==> src/rtl/rwg_pkg.sv <==
// Package for the ramp waveform generator: default widths, register
// indexes and the command/status structs between controller and datapath.
// No dependencies.
`default_nettype none

package rwg_pkg;

  // Default widths
  localparam int AMP_BITS_DEF  = 12;
  localparam int TICK_BITS_DEF = 16;

  // Configuration register indexes
  localparam int CFG_IDX_BITS = 2;
  localparam logic [CFG_IDX_BITS-1:0] CFG_AMPLITUDE_SELECT = 2'd0;
  localparam logic [CFG_IDX_BITS-1:0] CFG_RAMP_STEP        = 2'd1;
  localparam logic [CFG_IDX_BITS-1:0] CFG_TICK_LIMIT       = 2'd2;

  // The one valid amplitude besides full scale
  localparam int EIGHT_BIT_MAX = 255;

  // Controller to datapath
  typedef struct packed {
    logic accept;      // take the input item, update prescaler and ramp
    logic start_div1;  // start maxv / step
    logic mul;         // register normmax and numerator
    logic start_div2;  // check and start numerator / normmax
    logic load_out;    // load the output register
  } rwg_cmd_t;

  // Datapath to controller
  typedef struct packed {
    logic div_done;    // divider idle, quotient valid
    logic skip;        // second divide not needed (zero or saturated)
  } rwg_sts_t;

endpackage

`default_nettype wire

==> src/rtl/rwg_div.sv <==
// Restoring divider, one quotient bit per cycle, AMP_BITS iterations.
// Needs dividend high half below divisor. Uses rwg_pkg.
`default_nettype none

module rwg_div import rwg_pkg::*; #(
  parameter int AMP_BITS = AMP_BITS_DEF
) (
  input  wire logic                clk,
  input  wire logic                rst_n,
  input  wire logic                start,
  input  wire logic [AMP_BITS-1:0] dividend_hi,
  input  wire logic [AMP_BITS-1:0] dividend_lo,
  input  wire logic [AMP_BITS-1:0] divisor,
  output logic                     done,
  output logic [AMP_BITS-1:0]      quotient
);

  localparam int CNT_BITS = $clog2(AMP_BITS + 1);

  logic [CNT_BITS-1:0] cnt_r, cnt_nxt;
  logic [AMP_BITS-1:0] rem_r, rem_nxt;
  logic [AMP_BITS-1:0] quo_r, quo_nxt;
  logic [AMP_BITS-1:0] div_r, div_nxt;
  logic [AMP_BITS:0]   shifted;
  logic [AMP_BITS:0]   diff;

  // Trial subtract of the shifted remainder
  assign shifted = {rem_r, quo_r[AMP_BITS-1]};
  assign diff    = shifted - {1'b0, div_r};

  always_comb begin
    cnt_nxt = cnt_r;
    rem_nxt = rem_r;
    quo_nxt = quo_r;
    div_nxt = div_r;
    if (start) begin
      cnt_nxt = CNT_BITS'(AMP_BITS);
      rem_nxt = dividend_hi;
      quo_nxt = dividend_lo;
      div_nxt = divisor;
    end else if (cnt_r != '0) begin
      cnt_nxt = cnt_r - 1'b1;
      if (!diff[AMP_BITS]) begin
        rem_nxt = diff[AMP_BITS-1:0];
        quo_nxt = {quo_r[AMP_BITS-2:0], 1'b1};
      end else begin
        rem_nxt = shifted[AMP_BITS-1:0];
        quo_nxt = {quo_r[AMP_BITS-2:0], 1'b0};
      end
    end
  end

  always_ff @(posedge clk) begin
    if (!rst_n) begin
      cnt_r <= '0;
    end else begin
      cnt_r <= cnt_nxt;
    end
  end

  always_ff @(posedge clk) begin
    rem_r <= rem_nxt;
    quo_r <= quo_nxt;
    div_r <= div_nxt;
  end

  assign done     = (cnt_r == '0);
  assign quotient = quo_r;

endmodule

`default_nettype wire

==> src/rtl/rwg_dpath.sv <==
// Datapath: configuration registers, prescaler, ramp counter, normalizer
// multiplies and the output register. Uses rwg_pkg and rwg_div.
`default_nettype none

module rwg_dpath import rwg_pkg::*; #(
  parameter int AMP_BITS  = AMP_BITS_DEF,
  parameter int TICK_BITS = TICK_BITS_DEF,
  parameter int CFG_BITS  = (AMP_BITS > TICK_BITS) ? AMP_BITS : TICK_BITS
) (
  input  wire logic                    clk,
  input  wire logic                    rst_n,
  input  wire logic                    cfg_we,
  input  wire logic [CFG_IDX_BITS-1:0] cfg_index,
  input  wire logic [CFG_BITS-1:0]     cfg_data,
  input  wire logic                    in_advance,
  input  wire rwg_cmd_t                cmd,
  output rwg_sts_t                     sts,
  output logic [AMP_BITS-1:0]          out_norm_amplitude,
  output logic                         out_prescaler_wrapped,
  output logic                         out_ramp_wrapped,
  output logic                         out_config_error
);

  localparam logic [AMP_BITS-1:0] AMP_MASK = {AMP_BITS{1'b1}};

  logic [AMP_BITS-1:0]    amp_r, amp_nxt;
  logic [AMP_BITS-1:0]    step_r, step_nxt;
  logic [TICK_BITS-1:0]   limit_r, limit_nxt;
  logic [TICK_BITS:0]     pre_r, pre_nxt;
  logic [AMP_BITS-1:0]    ramp_r, ramp_nxt;
  logic                   pw_r, pw_nxt;
  logic                   rw_r, rw_nxt;
  logic [AMP_BITS-1:0]    normmax_r, normmax_nxt;
  logic [2*AMP_BITS-1:0]  numer_r, numer_nxt;
  logic                   zero_r, zero_nxt;
  logic                   sat_r, sat_nxt;
  logic [AMP_BITS-1:0]    norm_r, norm_nxt;
  logic                   opw_r, opw_nxt;
  logic                   orw_r, orw_nxt;
  logic                   err_r, err_nxt;

  logic                   bad_amp;
  logic [AMP_BITS-1:0]    maxv;
  logic [AMP_BITS-1:0]    step_wr;
  logic [TICK_BITS:0]     pre_inc;
  logic [AMP_BITS:0]      ramp_sum;
  logic [2*AMP_BITS-1:0]  nm_prod;
  logic                   zero_now;
  logic                   sat_now;
  logic                   div_start;
  logic [AMP_BITS-1:0]    div_hi;
  logic [AMP_BITS-1:0]    div_lo;
  logic [AMP_BITS-1:0]    div_den;
  logic                   div_done;
  logic [AMP_BITS-1:0]    div_quo;

  // Effective maximum from the amplitude setting
  always_comb begin
    if (amp_r == AMP_BITS'(EIGHT_BIT_MAX) || amp_r == AMP_MASK) begin
      bad_amp = 1'b0;
      maxv    = amp_r;
    end else begin
      bad_amp = 1'b1;
      maxv    = AMP_BITS'(1);
    end
  end

  // Configuration writes; drop a step of zero or full scale
  assign step_wr = cfg_data[AMP_BITS-1:0];

  always_comb begin
    amp_nxt   = amp_r;
    step_nxt  = step_r;
    limit_nxt = limit_r;
    if (cfg_we) begin
      unique case (cfg_index)
        CFG_AMPLITUDE_SELECT: amp_nxt = cfg_data[AMP_BITS-1:0];
        CFG_RAMP_STEP: begin
          if (step_wr != '0 && step_wr != AMP_MASK) step_nxt = step_wr;
        end
        CFG_TICK_LIMIT: limit_nxt = cfg_data[TICK_BITS-1:0];
        default: ;
      endcase
    end
  end

  // Advance prescaler and ramp on a tick
  assign pre_inc  = pre_r + 1'b1;
  assign ramp_sum = {1'b0, ramp_r} + {1'b0, step_r};

  always_comb begin
    pre_nxt  = pre_r;
    ramp_nxt = ramp_r;
    pw_nxt   = pw_r;
    rw_nxt   = rw_r;
    if (cmd.accept) begin
      pw_nxt = 1'b0;
      rw_nxt = 1'b0;
      if (in_advance) begin
        if (pre_inc > {1'b0, limit_r}) begin
          pre_nxt = '0;
          pw_nxt  = 1'b1;
          if (ramp_sum > {1'b0, maxv}) begin
            ramp_nxt = '0;
            rw_nxt   = 1'b1;
          end else begin
            ramp_nxt = ramp_sum[AMP_BITS-1:0];
          end
        end else begin
          pre_nxt = pre_inc;
        end
      end
    end
  end

  // Normalizer and numerator products
  assign nm_prod = step_r * div_quo;

  always_comb begin
    normmax_nxt = normmax_r;
    numer_nxt   = numer_r;
    if (cmd.mul) begin
      normmax_nxt = nm_prod[AMP_BITS-1:0];
      numer_nxt   = ramp_r * maxv;
    end
  end

  // Special cases of the second divide
  assign zero_now = (normmax_r == '0);
  assign sat_now  = (numer_r[2*AMP_BITS-1:AMP_BITS] >= normmax_r);

  always_comb begin
    zero_nxt = zero_r;
    sat_nxt  = sat_r;
    if (cmd.start_div2) begin
      zero_nxt = zero_now;
      sat_nxt  = sat_now;
    end
  end

  // Shared divider: maxv / step, then numerator / normmax
  assign div_start = cmd.start_div1 | (cmd.start_div2 & ~zero_now & ~sat_now);
  assign div_hi    = cmd.start_div1 ? '0 : numer_r[2*AMP_BITS-1:AMP_BITS];
  assign div_lo    = cmd.start_div1 ? maxv : numer_r[AMP_BITS-1:0];
  assign div_den   = cmd.start_div1 ? step_r : normmax_r;

  rwg_div #(
    .AMP_BITS (AMP_BITS)
  ) u_div (
    .clk         (clk),
    .rst_n       (rst_n),
    .start       (div_start),
    .dividend_hi (div_hi),
    .dividend_lo (div_lo),
    .divisor     (div_den),
    .done        (div_done),
    .quotient    (div_quo)
  );

  assign sts.div_done = div_done;
  assign sts.skip     = zero_now | sat_now;

  // Output register
  always_comb begin
    norm_nxt = norm_r;
    opw_nxt  = opw_r;
    orw_nxt  = orw_r;
    err_nxt  = err_r;
    if (cmd.load_out) begin
      priority if (zero_r) norm_nxt = '0;
      else if (sat_r)      norm_nxt = AMP_MASK;
      else                 norm_nxt = div_quo;
      opw_nxt = pw_r;
      orw_nxt = rw_r;
      err_nxt = bad_amp | zero_r;
    end
  end

  always_ff @(posedge clk) begin
    if (!rst_n) begin
      amp_r   <= AMP_MASK;
      step_r  <= AMP_BITS'(1);
      limit_r <= '0;
      pre_r   <= '0;
      ramp_r  <= '0;
    end else begin
      amp_r   <= amp_nxt;
      step_r  <= step_nxt;
      limit_r <= limit_nxt;
      pre_r   <= pre_nxt;
      ramp_r  <= ramp_nxt;
    end
  end

  always_ff @(posedge clk) begin
    pw_r      <= pw_nxt;
    rw_r      <= rw_nxt;
    normmax_r <= normmax_nxt;
    numer_r   <= numer_nxt;
    zero_r    <= zero_nxt;
    sat_r     <= sat_nxt;
    norm_r    <= norm_nxt;
    opw_r     <= opw_nxt;
    orw_r     <= orw_nxt;
    err_r     <= err_nxt;
  end

  assign out_norm_amplitude    = norm_r;
  assign out_prescaler_wrapped = opw_r;
  assign out_ramp_wrapped      = orw_r;
  assign out_config_error      = err_r;

endmodule

`default_nettype wire

==> src/rtl/rwg_ctrl.sv <==
// Controller: sequences accept, divide, multiply, optional second
// divide and output load, owns in_stall and out_valid. Uses rwg_pkg.
`default_nettype none

module rwg_ctrl import rwg_pkg::*; (
  input  wire logic     clk,
  input  wire logic     rst_n,
  input  wire logic     in_valid,
  output logic          in_stall,
  output logic          out_valid,
  input  wire logic     out_stall,
  input  wire rwg_sts_t sts,
  output rwg_cmd_t      cmd
);

  localparam logic [2:0] ST_IDLE = 3'd0;
  localparam logic [2:0] ST_DIV1 = 3'd1;
  localparam logic [2:0] ST_MUL  = 3'd2;
  localparam logic [2:0] ST_CHK  = 3'd3;
  localparam logic [2:0] ST_DIV2 = 3'd4;
  localparam logic [2:0] ST_OUT  = 3'd5;

  logic [2:0] state_r, state_nxt;
  logic       ovalid_r, ovalid_nxt;
  logic       out_free;

  assign in_stall = (state_r != ST_IDLE);
  assign out_free = ~ovalid_r | ~out_stall;

  // Step through the item
  always_comb begin
    state_nxt = state_r;
    cmd       = '0;
    unique case (state_r)
      ST_IDLE: begin
        if (in_valid) begin
          cmd.accept     = 1'b1;
          cmd.start_div1 = 1'b1;
          state_nxt      = ST_DIV1;
        end
      end
      ST_DIV1: begin
        if (sts.div_done) state_nxt = ST_MUL;
      end
      ST_MUL: begin
        cmd.mul   = 1'b1;
        state_nxt = ST_CHK;
      end
      ST_CHK: begin
        cmd.start_div2 = 1'b1;
        state_nxt      = sts.skip ? ST_OUT : ST_DIV2;
      end
      ST_DIV2: begin
        if (sts.div_done) state_nxt = ST_OUT;
      end
      ST_OUT: begin
        if (out_free) begin
          cmd.load_out = 1'b1;
          state_nxt    = ST_IDLE;
        end
      end
      default: state_nxt = ST_IDLE;
    endcase
  end

  // Hold the result until the transfer
  always_comb begin
    ovalid_nxt = ovalid_r;
    if (cmd.load_out)               ovalid_nxt = 1'b1;
    else if (ovalid_r && !out_stall) ovalid_nxt = 1'b0;
  end

  always_ff @(posedge clk) begin
    if (!rst_n) begin
      state_r  <= ST_IDLE;
      ovalid_r <= 1'b0;
    end else begin
      state_r  <= state_nxt;
      ovalid_r <= ovalid_nxt;
    end
  end

  assign out_valid = ovalid_r;

endmodule

`default_nettype wire

==> src/rtl/ramp_waveform_generator_unit.sv <==
// Ramp waveform generator: sawtooth with tick prescaler and normalization.
// Each input item passes accept, the first divide, multiply, check, the second
// divide (skipped on a zero normalizer or saturated quotient) and output load.
// A new item is taken only after the last is loaded, as both divides share the
// bit-serial divider; a stalled output holds the load and so the next item.
// Synchronous active-low reset: amplitude full scale, step 1, counts zero.
`default_nettype none

module ramp_waveform_generator_unit import rwg_pkg::*; #(
  parameter int AMP_BITS  = AMP_BITS_DEF,
  parameter int TICK_BITS = TICK_BITS_DEF
) (
  input  wire logic                    clk,
  input  wire logic                    rst_n,
  input  wire logic                    in_valid,
  output logic                         in_stall,
  input  wire logic                    in_advance,
  output logic                         out_valid,
  input  wire logic                    out_stall,
  output logic [AMP_BITS-1:0]          out_norm_amplitude,
  output logic                         out_prescaler_wrapped,
  output logic                         out_ramp_wrapped,
  output logic                         out_config_error,
  input  wire logic                    cfg_valid,
  output logic                         cfg_ready,
  input  wire logic [CFG_IDX_BITS-1:0] cfg_index,
  input  wire logic [((AMP_BITS > TICK_BITS) ? AMP_BITS : TICK_BITS)-1:0] cfg_data
);

  localparam int CFG_BITS = (AMP_BITS > TICK_BITS) ? AMP_BITS : TICK_BITS;

  rwg_cmd_t cmd;
  rwg_sts_t sts;

  // Writes are taken at any time
  assign cfg_ready = 1'b1;

  rwg_ctrl u_ctrl (
    .clk       (clk),
    .rst_n     (rst_n),
    .in_valid  (in_valid),
    .in_stall  (in_stall),
    .out_valid (out_valid),
    .out_stall (out_stall),
    .sts       (sts),
    .cmd       (cmd)
  );

  rwg_dpath #(
    .AMP_BITS  (AMP_BITS),
    .TICK_BITS (TICK_BITS),
    .CFG_BITS  (CFG_BITS)
  ) u_dpath (
    .clk                   (clk),
    .rst_n                 (rst_n),
    .cfg_we                (cfg_valid & cfg_ready),
    .cfg_index             (cfg_index),
    .cfg_data              (cfg_data),
    .in_advance            (in_advance),
    .cmd                   (cmd),
    .sts                   (sts),
    .out_norm_amplitude    (out_norm_amplitude),
    .out_prescaler_wrapped (out_prescaler_wrapped),
    .out_ramp_wrapped      (out_ramp_wrapped),
    .out_config_error      (out_config_error)
  );

endmodule

`default_nettype wire

==> config.mk <==
export PLATFORM = sky130hd
export DESIGN_NAME = ramp_waveform_generator_unit
export DESIGN_NICKNAME = d
export VERILOG_FILES = /design/src/rtl/rwg_pkg.sv /design/src/rtl/rwg_div.sv /design/src/rtl/rwg_dpath.sv /design/src/rtl/rwg_ctrl.sv /design/src/rtl/ramp_waveform_generator_unit.sv
export SDC_FILE = /design/constraint.sdc
export NUM_CORES = 1
export LEC_CHECK = 0
export BUFFER_PORTS_ARGS = -buffer_cell sky130_fd_sc_hd__buf_4
export CORE_MARGIN = 1.5
export CORE_UTILIZATION = 66
export CTS_BUF_LIST = sky130_fd_sc_hd__clkbuf_8
export DETAILED_ROUTE_END_ITERATION = 8
export PLACE_DENSITY = 0.84
export SYNTH_ARGS = -nofsm -noshare
export SYNTH_HDL_FRONTEND = slang
export SYNTH_SLANG_ARGS = --single-unit
==> constraint.sdc <==
create_clock -name clk -period 7.4 [get_ports clk]
set_input_delay 0.37 -clock clk [delete_from_list [all_inputs] [get_ports clk]]
set_output_delay 0.37 -clock clk [all_outputs]
set_load 0.03 [all_outputs]
* Word-level counts from Yosys, hierarchy flattened
Index checks and enable logic that the tools add are counted.
** Storage, ports and cells
- Flip-flop bits (word level) :: 168
- Input port bits :: 24
- Output and inout port bits :: 18
- Word-level logic and storage cells :: 109
** Operators by class
- Add/sub/neg operators :: 4
- Multiply operators :: 2
- $lt $le $gt $ge :: 3
- Eq/ne operators :: 14
- Multiplexer cells :: 32
- Bitwise gates (word level) :: 11
- Reduce and logical (&&, ||, !) cells :: 21
** Operator list (count)
- two-way mux 12 bit :: 11
- multiplier 12 x 12 -> 24 bit :: 1
- one-hot mux 3 bit (6 select lines) :: 1
- adder 17 x 1 -> 17 bit, second input constant :: 1
- greater-than comparator 17 x 16 -> 1 bit :: 1
- two-way mux 17 bit :: 1
- adder 12 x 12 -> 13 bit :: 1
- greater-than comparator 13 x 12 -> 1 bit :: 1
- subtractor 13 x 12 -> 13 bit :: 1
- == test 12 bit, second input constant :: 1
- == test 12 x 8 -> 1 bit, second input constant :: 1
- greater-or-equal comparator 12 bit :: 1
- zero test 12 bit :: 1
- multiplier 12 x 12 -> 12 bit :: 1
- two-way mux 3 bit :: 4
- != test 12 bit, second input constant :: 1
- nonzero test 12 bit :: 1
- two-way mux 1 bit :: 11
- two-way mux 4 bit :: 2
- AND reduction 2 bit :: 4
- == test 3 x 2 -> 1 bit, second input constant :: 2
- == test 3 bit, second input constant :: 2
- != test 2 x 1 -> 1 bit, second input constant :: 3
- AND reduction 3 bit :: 2
- 20 further kinds :: 31

* Depth between registers and ports, before layout
Gate-level depths: netlist of run 1.
- Word-level depth :: 6
- Depth in mapped cells :: 26
- Depth with buffers taken out :: 24

* Hierarchy
Synthesis of run 1 repeated with hierarchy kept, for this count alone.
** Second synthesis, totals
- Cell total of the unflattened synthesis :: 1766
- Area, all modules :: 16010.4 um^2
** By module, submodules not included
- rwg_dpath :: instances 1, cells each 1529, area an instance 13367.8 um^2, seq. area each 3032.9 um^2
- rwg_div :: instances 1, cells each 203, area an instance 2342.2 um^2, seq. area each 1161.1 um^2
- rwg_ctrl :: instances 1, cells each 32, area an instance 289.0 um^2, seq. area each 80.1 um^2
- ramp_waveform_generator_unit :: instances 1, cells each 2, area an instance 11.3 um^2, seq. area each 0.0 um^2

* Worst setup path before layout of run 1
Ideal clock, no wire load.
- Path type :: reg-to-reg
- Start point :: register u_dpath.amp_r[8]
- End point :: register u_dpath.numer_r[23] (data pin)
- Library setup time :: 0.260 ns
- Arrival :: 6.431 ns
- Data required time :: 7.140 ns
- Slack :: 0.709 ns
- Stages on the path, launching flop included :: 24
- Path buffers :: 3
- Clock period less this slack :: 6.691 ns
- Cells stage by stage :: dfxtp_1 -> clkbuf_1 -> or4_1 -> a211oi_2 -> clkbuf_1 -> clkbuf_1 -> nand2_1 -> fa_1 -> inv_1 -> fa_1 -> fa_1 -> inv_1 -> fa_1 -> fa_1 -> inv_1 -> ha_1 -> or3_1 -> and3_1 -> a21bo_2 -> a41oi_1 -> a21oi_1 -> a211o_1 -> a21oi_1 -> xnor2_1
** On the way
- Word-level cells in the longest chain between the ends :: 4
- Elaborated cells between the ends (all ways) :: 5
- Those cells by class :: mul: 1; eq/ne: 2; mux: 1; reduce/logical: 1
** Ends and longest elaborated chain
- from (decl) :: line rwg_dpath.sv:26 : logic [AMP_BITS-1:0] amp_r, amp_nxt;
- from (signal assigned) :: line rwg_dpath.sv:187 : amp_r <= amp_nxt;
- == test 12 x 8 -> 1 bit / == test 12 bit (equally long branches) :: line rwg_dpath.sv:59 : if (amp_r == AMP_BITS'(EIGHT_BIT_MAX) || amp_r == AMP_MASK) begin
- logical OR 1 bit :: line rwg_dpath.sv:59
- two-way mux 12 bit * :: line rwg_dpath.sv:59
- multiplier 12 x 12 -> 24 bit * :: line rwg_dpath.sv:124 : numer_nxt = ramp_r * maxv;
- to (signal assigned) :: line rwg_dpath.sv:199 : numer_r <= numer_nxt;
- to (decl) :: line rwg_dpath.sv:34 : logic [2*AMP_BITS-1:0] numer_r, numer_nxt;
Mark *: on every way between the ends. The rest lies on a longest branch, timed or not.
A chain may end at the register's enable or synchronous reset.

* Final worst setup path of run 1
Ends and elaborated chain as after synthesis.

==> flow_summary.html, run 1 <==
<table>
<tr><th>Metric</th><th>Value</th></tr>
<tr><th colspan="2">Synth</th></tr>
<tr><td>Sequential fraction of the synthesis area</td><td>between 20 and 30%</td></tr>
<tr><td>Top cell type by total area after synthesis</td><td>sky130_fd_sc_hd__fa_1</td></tr>
<tr><td>Synth top area share</td><td>a little under a fifth</td></tr>
<tr><td>Synthesis-stage register bit count</td><td>168</td></tr>
<tr><td>Synthesized area per cell</td><td>around 9 um2</td></tr>
<tr><td>Cell variety after synth</td><td>66</td></tr>
<tr><td>Most frequent cell after synthesis</td><td>sky130_fd_sc_hd__inv_1</td></tr>
<tr><td>Most frequent cells after synthesis</td><td>309 x sky130_fd_sc_hd__inv_1, 227 x sky130_fd_sc_hd__nand2_1, 157 x sky130_fd_sc_hd__ha_1</td></tr>
<tr><td>Synthesized instance count</td><td>around 1.7k</td></tr>
<tr><td>Top_reg_cell synth</td><td>sky130_fd_sc_hd__edfxtp_1</td></tr>
<tr><td>Count of yosys warnings during synthesis</td><td>0</td></tr>
<tr><td>Largest cells by area after synthesis</td><td>sky130_fd_sc_hd__fa_1 18%, sky130_fd_sc_hd__edfxtp_1 18%, sky130_fd_sc_hd__ha_1 13%, sky130_fd_sc_hd__dfxtp_1 10%, sky130_fd_sc_hd__inv_1 7.5%</td></tr>
<tr><td>Post-synth EDFFs</td><td>between 90 and 100</td></tr>
<tr><td>Netlist Area Pre-Place</td><td>15,400 um2</td></tr>
<tr><td>Async set-or-reset flop fraction in the synthesized netlist</td><td>0%</td></tr>
<tr><th colspan="2">GRT</th></tr>
<tr><td>Total overflow reported by the global router</td><td>0</td></tr>
<tr><td>Global-route wire length before repair</td><td>around 60 mm</td></tr>
<tr><td>Antenna violations before repair</td><td>0</td></tr>
<tr><td>Vias in the first global route</td><td>12.2k</td></tr>
<tr><td>GR Util All Layers</td><td>a little under a third</td></tr>
<tr><td>Largest net degree at the start of global routing</td><td>77</td></tr>
<tr><th colspan="2">Place</th></tr>
<tr><td>Count of input and output buffers</td><td>40</td></tr>
<tr><td># placed instances</td><td>2,011</td></tr>
<tr><td>GPL Wtd Cong</td><td>0.883</td></tr>
<tr><td>Detailed Place HPWL</td><td>27.5 mm</td></tr>
<tr><th colspan="2">Die</th></tr>
<tr><td>Die W</td><td>156 um</td></tr>
<tr><td>Initial core utilization</td><td>between 60% and 70%</td></tr>
<tr><td>Std-Cell Core Area</td><td>~23,000 um2</td></tr>
<tr><td>I/O pin total</td><td>42</td></tr>
<tr><td>Chip Height</td><td>between 150 and 200 um</td></tr>
<tr><td>Number of placement rows</td><td>55</td></tr>
<tr><td>Die area</td><td>24,300 um2</td></tr>
<tr><th colspan="2">Final layout</th></tr>
<tr><td>Layout cells sized above 1</td><td>around 5.8%</td></tr>
<tr><td>Final non-filler cell total</td><td>2,043</td></tr>
<tr><td>Area grow syn2layout</td><td>5.75%</td></tr>
<tr><td>Util after Layout</td><td>between 70% and 80%</td></tr>
<tr><td>Antenna Diode Count</td><td>0</td></tr>
<tr><td>Number of nets in the final layout</td><td>2,039</td></tr>
<tr><th colspan="2">Worst setup path</th></tr>
<tr><td>R2R Path End</td><td>u_dpath.numer_r[23]</td></tr>
<tr><td>Origin of the worst setup path</td><td>u_dpath.amp_r[8]</td></tr>
<tr><td>Worst flop-to-flop path startpoint</td><td>u_dpath.amp_r[8]</td></tr>
<tr><td>Flop2flop setup slack</td><td>between 0.5 and 0.6 ns</td></tr>
<tr><td>Critical Path RT</td><td>about 7.6 ns</td></tr>
<tr><td>Crit path max fanout</td><td>76</td></tr>
<tr><td>Largest stage delay on the critical path</td><td>0.57 ns</td></tr>
<tr><td>Crit path max-delay family</td><td>adder cells</td></tr>
<tr><td>Setup crit start kind</td><td>flip-flop</td></tr>
<tr><td>Cell type of the slowest stage on the worst timing path</td><td>sky130_fd_sc_hd__or4_1</td></tr>
<tr><td>Sum of buffers and inverters on the critical path</td><td>5</td></tr>
<tr><td>Setup crit end kind</td><td>flip-flop</td></tr>
<tr><td>Worst path arrival time</td><td>slightly above 7 ns</td></tr>
<tr><td>Critical-path cell list</td><td>or4_1, a211oi_4, buf_12, nand2_1, inv_1, nand2_1, inv_1, fa_1, fa_1, fa_1, fa_1, inv_1, fa_1, inv_1, ha_1, and2_1, and3_1, a21bo_2, a41oi_1, a21oi_1, a211o_1, a21oi_1, xnor2_1</td></tr>
<tr><td>Most Frequent Cell on Critical Path</td><td>sky130_fd_sc_hd__fa_1</td></tr>
<tr><td>FF-to-FF path depth</td><td>23</td></tr>
<tr><td>Critical Path Stages</td><td>23</td></tr>
<tr><td>Kind of critical path</td><td>reg2reg</td></tr>
<tr><th colspan="2">Clock tree</th></tr>
<tr><td>Clock input transition at the sequential cells of the worst setup and hold paths</td><td>approximately 0.10 ns</td></tr>
<tr><td>Count of hold-fix buffers inserted at cts</td><td>0</td></tr>
<tr><td>Number of H-tree branching levels</td><td>4</td></tr>
<tr><td>Clock tree from TritonCTS</td><td>built</td></tr>
<tr><td>Root Driver</td><td>sky130_fd_sc_hd__clkbuf_8</td></tr>
<tr><td>Clock Tree Buf Depth</td><td>2</td></tr>
<tr><td>Clock Sinks</td><td>168</td></tr>
<tr><td>Number of buffers inserted by post-CTS setup repair</td><td>0</td></tr>
<tr><td>Clock insertion delay at the later pin of the skew report</td><td>approximately 0.48 ns</td></tr>
<tr><td>Number of clock buffers inserted by TritonCTS</td><td>17</td></tr>
<tr><td>Cells resized by post-CTS repair</td><td>0</td></tr>
<tr><th colspan="2">Job</th></tr>
<tr><td>Max-cap violation count</td><td>0</td></tr>
<tr><th colspan="2">STA</th></tr>
<tr><td>Highest achievable clock rate</td><td>approximately 150 MHz</td></tr>
<tr><td>Count of final max-slew check failures</td><td>0</td></tr>
<tr><td>Final Critical Period</td><td>~6.8 ns</td></tr>
<tr><td>Final setup violation count</td><td>0</td></tr>
<tr><td>Endpoints failing hold</td><td>0</td></tr>
<tr><td>Worst slew pin tran</td><td>roughly 1.2 ns</td></tr>
<tr><td>Max-slew headroom at the worst pin</td><td>a little over a fifth</td></tr>
<tr><td>Period utilization</td><td>92.4%</td></tr>
<tr><td>Sum of negative setup slack</td><td>0 ns</td></tr>
<tr><td>RSZ-0062 raised after global routing</td><td>no</td></tr>
<tr><td>Clk_skew</td><td>0.0171 ns</td></tr>
<tr><th colspan="2">Detailed routing</th></tr>
<tr><td>Total detailed-routing wirelength</td><td>between 30 and 40 mm</td></tr>
<tr><td>Via density per instance</td><td>just under 6</td></tr>
<tr><td>Initial DRC count</td><td>roughly 900</td></tr>
<tr><td>Number of iterations in the first detailed-routing pass</td><td>5</td></tr>
<tr><td>Wire per inst</td><td>approximately 18 um</td></tr>
<tr><td>Via count</td><td>between 10k and 15k</td></tr>
<tr><td>Number of remaining DRC errors</td><td>0</td></tr>
<tr><td>Final antenna-violating net count</td><td>0</td></tr>
<tr><th colspan="2">Hold path</th></tr>
<tr><td>Worst hold path startpoint</td><td>cfg_data[14]</td></tr>
<tr><td>Hold Crit Depth</td><td>3</td></tr>
<tr><td>Class of the tightest hold or removal check</td><td>in2reg</td></tr>
<tr><td>Worst min-delay path endpoint</td><td>u_dpath.limit_r[14]</td></tr>
<tr><th colspan="2">Power and ir drop</th></tr>
<tr><td>Worst vdd ir</td><td>0.164 mV</td></tr>
<tr><td>Static leakage</td><td>about 0.0079 uW</td></tr>
<tr><td>PD cells</td><td>approximately 240 nW/um2</td></tr>
<tr><th colspan="2">Status</th></tr>
<tr><td>Result of the run</td><td>finished clean</td></tr>
</table>
-- worst max path at each step --
stage and to:
6_report u_dpath.numer_r[23], 5_1_grt u_dpath.numer_r[23], 4_1_cts u_dpath.numer_r[23], 3_5_place_dp u_dpath.numer_r[23], 3_3_place_gp u_dpath.numer_r[23], 2_1_floorplan u_dpath.numer_r[23]
-- routing by layer --
metal,share of wire [%],up-vias,GRT usage [%]
met1,41,5799,39.1
met5,0,-,0
met3,5.6,91,5.08
li1,-,5606,-
met2,50,386,53.7
met4,3.3,0,12.0
-- cell usage in the layout (no fill, tap or decap), drive strengths merged, types with 32 or more instances in the layout --
cell type / synthesis / routed
inv: 309 / 316
nand2: 227 / 227
ha: 157 / 157
fa: 141 / 141
a21oi: 96 / 96
edfxtp: 91 / 91
nor2: 86 / 86
dfxtp: 77 / 77
xnor2: 63 / 63
o21ai: 54 / 54
buf: 20 / 50
nand3: 43 / 43
and3: 34 / 34
and2: 32 / 32
-- sequential cells by signal, summed over array words and instances, names as in the netlist, 3 cells and up --
register,flops
u_dpath.normmax_r,12
u_dpath.u_div.div_r,12
u_dpath.pre_r,17
u_ctrl.state_r,3
u_dpath.u_div.cnt_r,4
u_dpath.out_norm_amplitude,12
u_dpath.step_r,12
u_dpath.u_div.quotient,12
u_dpath.amp_r,12
u_dpath.limit_r,16
u_dpath.numer_r,24
u_dpath.ramp_r,12
u_dpath.u_div.rem_r,12
-- layout make-up --
type	count	area, um2
Fill cell	1707	6470
Clock buffer	19	262
Inverter	310	1160
Tap cell	313	392
Clock inverter	13	119
Timing Repair Buffer	50	388
Sequential cell	168	4270
Multi-Input combinational cell	1170	9710
-- where the power goes --
part	internal [uW]	total, uW	switching [uW]
sequential	1280	1490	214
clock	288	663	375
combinational	699	1680	980
-- cell families (layout without fill, tap and decap cells) --
| family | after synthesis | in the layout | share of synthesized area [%] |
|---|---|---|---|
| simple gates | 523 | 523 | 15.8 |
| buf+inv | 381 | 392 | 9.48 |
| fa+ha+maj | 298 | 298 | 31.0 |
| compound gates | 246 | 246 | 9.98 |
| flops | 168 | 168 | 27.7 |
| xor+xnor | 78 | 78 | 4.43 |
| mux | 23 | 23 | 1.50 |
| other cells | 1 | 2 | 0.0243 |
-- stage by stage --
stage	worst slack (ns)	total power (uW)	instance area, um2	hold slack, ns
after floorplan	0.709	2710	15400	0.400
after global placement	0.706	3070	15900	0.410
after detailed placement	0.556	3160	15900	0.421
after CTS	0.547	3820	16300	0.105
after global routing	0.154	4060	16300	0.121
final	0.561	3830	16300	0.126
-- worst min-delay path: stages --
cell and delay, ns:
sky130_fd_sc_hd__buf_4 0.11, sky130_fd_sc_hd__nand2_1 0.04, sky130_fd_sc_hd__a21oi_1 0.05
No activity file was read; power rests on OpenSTA's default activity.
==> inputs of run 2 (changes only) <==
Settings changed: ABC_AREA set to 1.
==> flow_summary.html, run 2 <==
<table>
<tr><th>Metric</th><th>Value</th></tr>
<tr><th colspan="2">Status</th></tr>
<tr><td>Result of the run</td><td>finished clean (unchanged)</td></tr>
<tr><th colspan="2">STA</th></tr>
<tr><td>RSZ-0062 raised after global routing</td><td>no (unchanged)</td></tr>
<tr><td>Final Critical Period</td><td>6.53 ns (was 6.84 ns)</td></tr>
<tr><td>Clk_skew</td><td>0.0189 ns (was 0.0171 ns)</td></tr>
<tr><td>Endpoints failing hold</td><td>0 (unchanged)</td></tr>
<tr><td>Worst slew pin tran</td><td>1.28 ns (was 1.18 ns)</td></tr>
<tr><td>Final setup violation count</td><td>0 (unchanged)</td></tr>
<tr><td>Period utilization</td><td>88.3% (was 92.4%)</td></tr>
<tr><td>Highest achievable clock rate</td><td>153 MHz (was 146 MHz)</td></tr>
<tr><td>Worst hold margin</td><td>0.159 ns (was 0.126 ns)</td></tr>
<tr><td>Max-slew headroom at the worst pin</td><td>14.8% (was 21.6%)</td></tr>
<tr><td>Count of final max-slew check failures</td><td>0 (unchanged)</td></tr>
<tr><td>Sum of negative setup slack</td><td>0 ns (unchanged)</td></tr>
<tr><th colspan="2">Synth</th></tr>
<tr><td>Count of yosys warnings during synthesis</td><td>0 (unchanged)</td></tr>
<tr><td>Post-Synth XOR/XNOR Area</td><td>3.54% (was 4.43%)</td></tr>
<tr><td>Synthesis-stage register bit count</td><td>168 (unchanged)</td></tr>
<tr><td>Post-synth EDFFs</td><td>91 (unchanged)</td></tr>
<tr><td>Combinational family with the most area after synthesis</td><td>adder cells (unchanged)</td></tr>
<tr><td>Top_reg_cell synth</td><td>sky130_fd_sc_hd__edfxtp_1 (unchanged)</td></tr>
<tr><td>Most frequent cells after synthesis</td><td>438 x sky130_fd_sc_hd__inv_1, 363 x sky130_fd_sc_hd__nand2_1, 161 x sky130_fd_sc_hd__nor2_1 (was 309 x sky130_fd_sc_hd__inv_1, 227 x sky130_fd_sc_hd__nand2_1, 157 x sky130_fd_sc_hd__ha_1)</td></tr>
<tr><td>Async set-or-reset flop fraction in the synthesized netlist</td><td>0% (unchanged)</td></tr>
<tr><td>Adder and majority gate portion of the synthesized area</td><td>29.3% (was 31.0%)</td></tr>
<tr><td>Top cell type by total area after synthesis</td><td>sky130_fd_sc_hd__fa_1 (unchanged)</td></tr>
<tr><td>Synth top area share</td><td>17.3% (was 18.3%)</td></tr>
<tr><td>Synthesized instance count</td><td>2,026 (was 1,718)</td></tr>
<tr><td>Cell variety after synth</td><td>54 (was 66)</td></tr>
<tr><td>Synthesized area per cell</td><td>8.05 um2 (was 8.98 um2)</td></tr>
<tr><td>Simple logic cell fraction of the synthesized area</td><td>19.7% (was 15.8%)</td></tr>
<tr><td>Most frequent cell after synthesis</td><td>sky130_fd_sc_hd__inv_1 (unchanged)</td></tr>
<tr><td>Synthesized-area fraction occupied by ao, oa, aoi and oai cells</td><td>8.64% (was 9.98%)</td></tr>
<tr><td>Proportion of synthesized area in mux cells</td><td>0% (was 1.50%)</td></tr>
<tr><td>Netlist Area Pre-Place</td><td>16,300 um2 (was 15,400 um2)</td></tr>
<tr><td>Largest cells by area after synthesis</td><td>sky130_fd_sc_hd__fa_1 17%, sky130_fd_sc_hd__edfxtp_1 17%, sky130_fd_sc_hd__ha_1 12%, sky130_fd_sc_hd__inv_1 10%, sky130_fd_sc_hd__dfxtp_1 9.4% (was sky130_fd_sc_hd__fa_1 18%, sky130_fd_sc_hd__edfxtp_1 18%, sky130_fd_sc_hd__ha_1 13%, sky130_fd_sc_hd__dfxtp_1 10%, sky130_fd_sc_hd__inv_1 7.5%)</td></tr>
<tr><td>Sequential fraction of the synthesis area</td><td>26.2% (was 27.7%)</td></tr>
<tr><th colspan="2">Die</th></tr>
<tr><td>Std-Cell Core Area</td><td>24,300 um2 (was 22,800 um2)</td></tr>
<tr><td>Die area</td><td>25,700 um2 (was 24,300 um2)</td></tr>
<tr><td>Initial core utilization</td><td>67.1% (was 67.7%)</td></tr>
<tr><td>Number of placement rows</td><td>57 (was 55)</td></tr>
<tr><td>I/O pin total</td><td>42 (unchanged)</td></tr>
<tr><td>Die W</td><td>160 um (was 156 um)</td></tr>
<tr><td>Chip Height</td><td>160 um (was 156 um)</td></tr>
<tr><th colspan="2">Clock tree</th></tr>
<tr><td>Number of clock buffers inserted by TritonCTS</td><td>17 (unchanged)</td></tr>
<tr><td>Cells resized by post-CTS repair</td><td>0 (unchanged)</td></tr>
<tr><td>Root Driver</td><td>sky130_fd_sc_hd__clkbuf_8 (unchanged)</td></tr>
<tr><td>Clock Tree Buf Depth</td><td>2 (unchanged)</td></tr>
<tr><td>Clock input transition at the sequential cells of the worst setup and hold paths</td><td>0.10 ns (about the same)</td></tr>
<tr><td>Count of hold-fix buffers inserted at cts</td><td>0 (unchanged)</td></tr>
<tr><td>Number of H-tree branching levels</td><td>4 (unchanged)</td></tr>
<tr><td>Number of buffers inserted by post-CTS setup repair</td><td>0 (unchanged)</td></tr>
<tr><td>Clock Sinks</td><td>168 (unchanged)</td></tr>
<tr><td>Clock insertion delay at the later pin of the skew report</td><td>0.48 ns (about the same)</td></tr>
<tr><td>Clock tree from TritonCTS</td><td>built (unchanged)</td></tr>
<tr><th colspan="2">Final layout</th></tr>
<tr><td>Register with the highest flop count</td><td>u_dpath.numer_r (unchanged)</td></tr>
<tr><td>Commonest cells after routing, fill and taps aside</td><td>438 x sky130_fd_sc_hd__inv_1, 363 x sky130_fd_sc_hd__nand2_1, 159 x sky130_fd_sc_hd__nor2_1 (was 310 x sky130_fd_sc_hd__inv_1, 227 x sky130_fd_sc_hd__nand2_1, 157 x sky130_fd_sc_hd__ha_1)</td></tr>
<tr><td>Final non-filler cell total</td><td>2,364 (was 2,043)</td></tr>
<tr><td>Layout cells sized above 1</td><td>7.94% (was 5.78%)</td></tr>
<tr><td>Number of nets in the final layout</td><td>2,349 (was 2,039)</td></tr>
<tr><td>Most common library cell in the layout ignoring fill and taps</td><td>sky130_fd_sc_hd__inv_1 (unchanged)</td></tr>
<tr><td>Biggest regs</td><td>u_dpath.numer_r x24, u_dpath.pre_r x17, u_dpath.limit_r x16 (unchanged)</td></tr>
<tr><td>Antenna Diode Count</td><td>0 (unchanged)</td></tr>
<tr><td>Number of flip-flops under the largest register name</td><td>24 (unchanged)</td></tr>
<tr><td>Final non-filler cell area</td><td>17,100 um2 (was 16,300 um2)</td></tr>
<tr><td>Area grow syn2layout</td><td>4.95% (was 5.75%)</td></tr>
<tr><th colspan="2">Detailed routing</th></tr>
<tr><td>Final antenna-violating net count</td><td>0 (unchanged)</td></tr>
<tr><td>Wire per inst</td><td>16.8 um (was 17.6 um)</td></tr>
<tr><td>Via density per instance</td><td>5.62 (was 5.82)</td></tr>
<tr><td>Total detailed-routing wirelength</td><td>39.7 mm (was 35.9 mm)</td></tr>
<tr><td>Via count</td><td>13.3k (was 11.9k)</td></tr>
<tr><td>Number of remaining DRC errors</td><td>0 (unchanged)</td></tr>
<tr><td>Initial DRC count</td><td>1,095 (was 880)</td></tr>
<tr><td>Number of iterations in the first detailed-routing pass</td><td>6 (was 5)</td></tr>
<tr><th colspan="2">GRT</th></tr>
<tr><td>Total overflow reported by the global router</td><td>0 (unchanged)</td></tr>
<tr><td>Vias in the first global route</td><td>13.4k (was 12.2k)</td></tr>
<tr><td>Global-route wire length before repair</td><td>65.6 mm (was 59.2 mm)</td></tr>
<tr><td>GR Util All Layers</td><td>32.2% (was 31.1%)</td></tr>
<tr><td>Largest net degree at the start of global routing</td><td>60 (was 77)</td></tr>
<tr><td>Antenna violations before repair</td><td>0 (unchanged)</td></tr>
<tr><th colspan="2">Place</th></tr>
<tr><td>GPL Wtd Cong</td><td>0.938 (was 0.883)</td></tr>
<tr><td>Count of input and output buffers</td><td>40 (unchanged)</td></tr>
<tr><td># placed instances</td><td>2,332 (was 2,011)</td></tr>
<tr><td>Placed Area</td><td>16,700 um2 (was 15,900 um2)</td></tr>
<tr><td>Detailed Place HPWL</td><td>31.2 mm (was 27.5 mm)</td></tr>
<tr><th colspan="2">Worst setup path</th></tr>
<tr><td>Critical Path RT</td><td>7.62 ns (was 7.63 ns)</td></tr>
<tr><td>Crit path max fanout</td><td>20 (was 76)</td></tr>
<tr><td>Kind of critical path</td><td>reg2reg (unchanged)</td></tr>
<tr><td>Worst path arrival time</td><td>6.75 ns (was 7.06 ns)</td></tr>
<tr><td>Setup crit start kind</td><td>flip-flop (unchanged)</td></tr>
<tr><td>Setup crit end kind</td><td>flip-flop (unchanged)</td></tr>
<tr><td>FF-to-FF path depth</td><td>22 (was 23)</td></tr>
<tr><th colspan="2">Hold path</th></tr>
<tr><td>Class of the tightest hold or removal check</td><td>in2reg (unchanged)</td></tr>
<tr><td>Hold Crit Depth</td><td>3 (unchanged)</td></tr>
<tr><th colspan="2">Power and ir drop</th></tr>
<tr><td>Static leakage</td><td>0.00871 uW (was 0.00788 uW)</td></tr>
<tr><td>Worst vdd ir</td><td>0.223 mV (was 0.164 mV)</td></tr>
<tr><td>Overall power after layout</td><td>4130 uW (was 3830 uW)</td></tr>
<tr><td>PD cells</td><td>241 nW/um2 (was 235 nW/um2)</td></tr>
<tr><th colspan="2">Job</th></tr>
<tr><td>Max-cap violation count</td><td>0 (unchanged)</td></tr>
</table>
run 2: cell count changes after synthesis, moves of 34 or more:
cell / previous run / this run
sky130_fd_sc_hd__nand2_1: 227 / 363
sky130_fd_sc_hd__inv_1: 309 / 438
sky130_fd_sc_hd__nor2_1: 86 / 161
sky130_fd_sc_hd__xnor2_1: 63 / 20
sky130_fd_sc_hd__o21ai_0: 44 / 82
sky130_fd_sc_hd__and3_1: 34 / 0
run 2: cell type report:
class	count	area, um2
Clock buffer	17	234
Clock inverter	15	146
Fill cell	1842	7200
Inverter	456	1710
Multi-Input combinational cell	1339	10000
Sequential cell	168	4270
Tap cell	324	405
Timing Repair Buffer	45	338
run 2: per-layer routing:
metal | routed length, um | share of wire, % | global-route usage, %
met1 | 16300 | 41 | 41.3
met2 | 19500 | 49 | 55.5
met3 | 2530 | 6.4 | 4.68
met4 | 1400 | 3.5 | 12.1
met5 | 0 | 0 | 0
run 2: worst max-delay path, stage by stage (launching register included):
cell,delay [ns]
sky130_fd_sc_hd__dfxtp_1,0.42
sky130_fd_sc_hd__inv_1,0.29
sky130_fd_sc_hd__o31ai_4,0.45
sky130_fd_sc_hd__nand3_2,0.13
sky130_fd_sc_hd__inv_2,0.29
sky130_fd_sc_hd__nand2_1,0.25
sky130_fd_sc_hd__nor2_1,0.22
sky130_fd_sc_hd__inv_1,0.08
sky130_fd_sc_hd__fa_1,0.50
sky130_fd_sc_hd__fa_1,0.54
sky130_fd_sc_hd__inv_1,0.05
sky130_fd_sc_hd__fa_1,0.45
sky130_fd_sc_hd__fa_1,0.53
sky130_fd_sc_hd__inv_1,0.06
sky130_fd_sc_hd__fa_1,0.54
sky130_fd_sc_hd__inv_1,0.05
sky130_fd_sc_hd__ha_1,0.35
sky130_fd_sc_hd__a21oi_1,0.20
sky130_fd_sc_hd__o21ai_0,0.14
sky130_fd_sc_hd__a21o_1,0.20
sky130_fd_sc_hd__a31oi_1,0.24
sky130_fd_sc_hd__o21ai_0,0.14
sky130_fd_sc_hd__xor2_1,0.17
run 2: path summary, 6_finish.rpt:
| kind | startpoint | to | slack, ns |
|---|---|---|---|
| setup / recovery | u_dpath.amp_r[9] | u_dpath.numer_r[17] | 0.87 |
| hold / removal | cfg_data[7] | u_dpath.amp_r[7] | 0.16 |
| setup reg to reg | u_dpath.amp_r[9] | u_dpath.numer_r[17] | 0.87 |
| hold reg to reg | u_dpath.amp_r[4] | u_dpath.amp_r[4] | 0.47 |
run 2: kinds of logic after synthesis:
| family | Yosys count |
|---|---|
| buffers and inverters | 520 |
| other | 1 |
| and+or+nand+nor | 722 |
| adders and majority gates | 298 |
| xor gates and xnor gates | 66 |
| DFF | 168 |
| AOI/OAI and AO/OA | 251 |
run 2: where the power goes:
group / leakage [uW] / switching (uW) / internal [uW] / total (uW)
clock: 0.000205 / 395 / 264 / 659
sequential: 0.00151 / 208 / 1310 / 1520
combinational: 0.00700 / 1290 / 659 / 1950
total: 0.00871 / 1890 / 2240 / 4130
run 2: stage by stage:
stage               utilization (%)  setup WS (ns)
floorplan                         -           1.73
global placement               68.8           1.19
detailed placement             68.8          0.976
CTS                            70.4          0.943
global route                   70.4          0.492
finish                         70.4          0.868
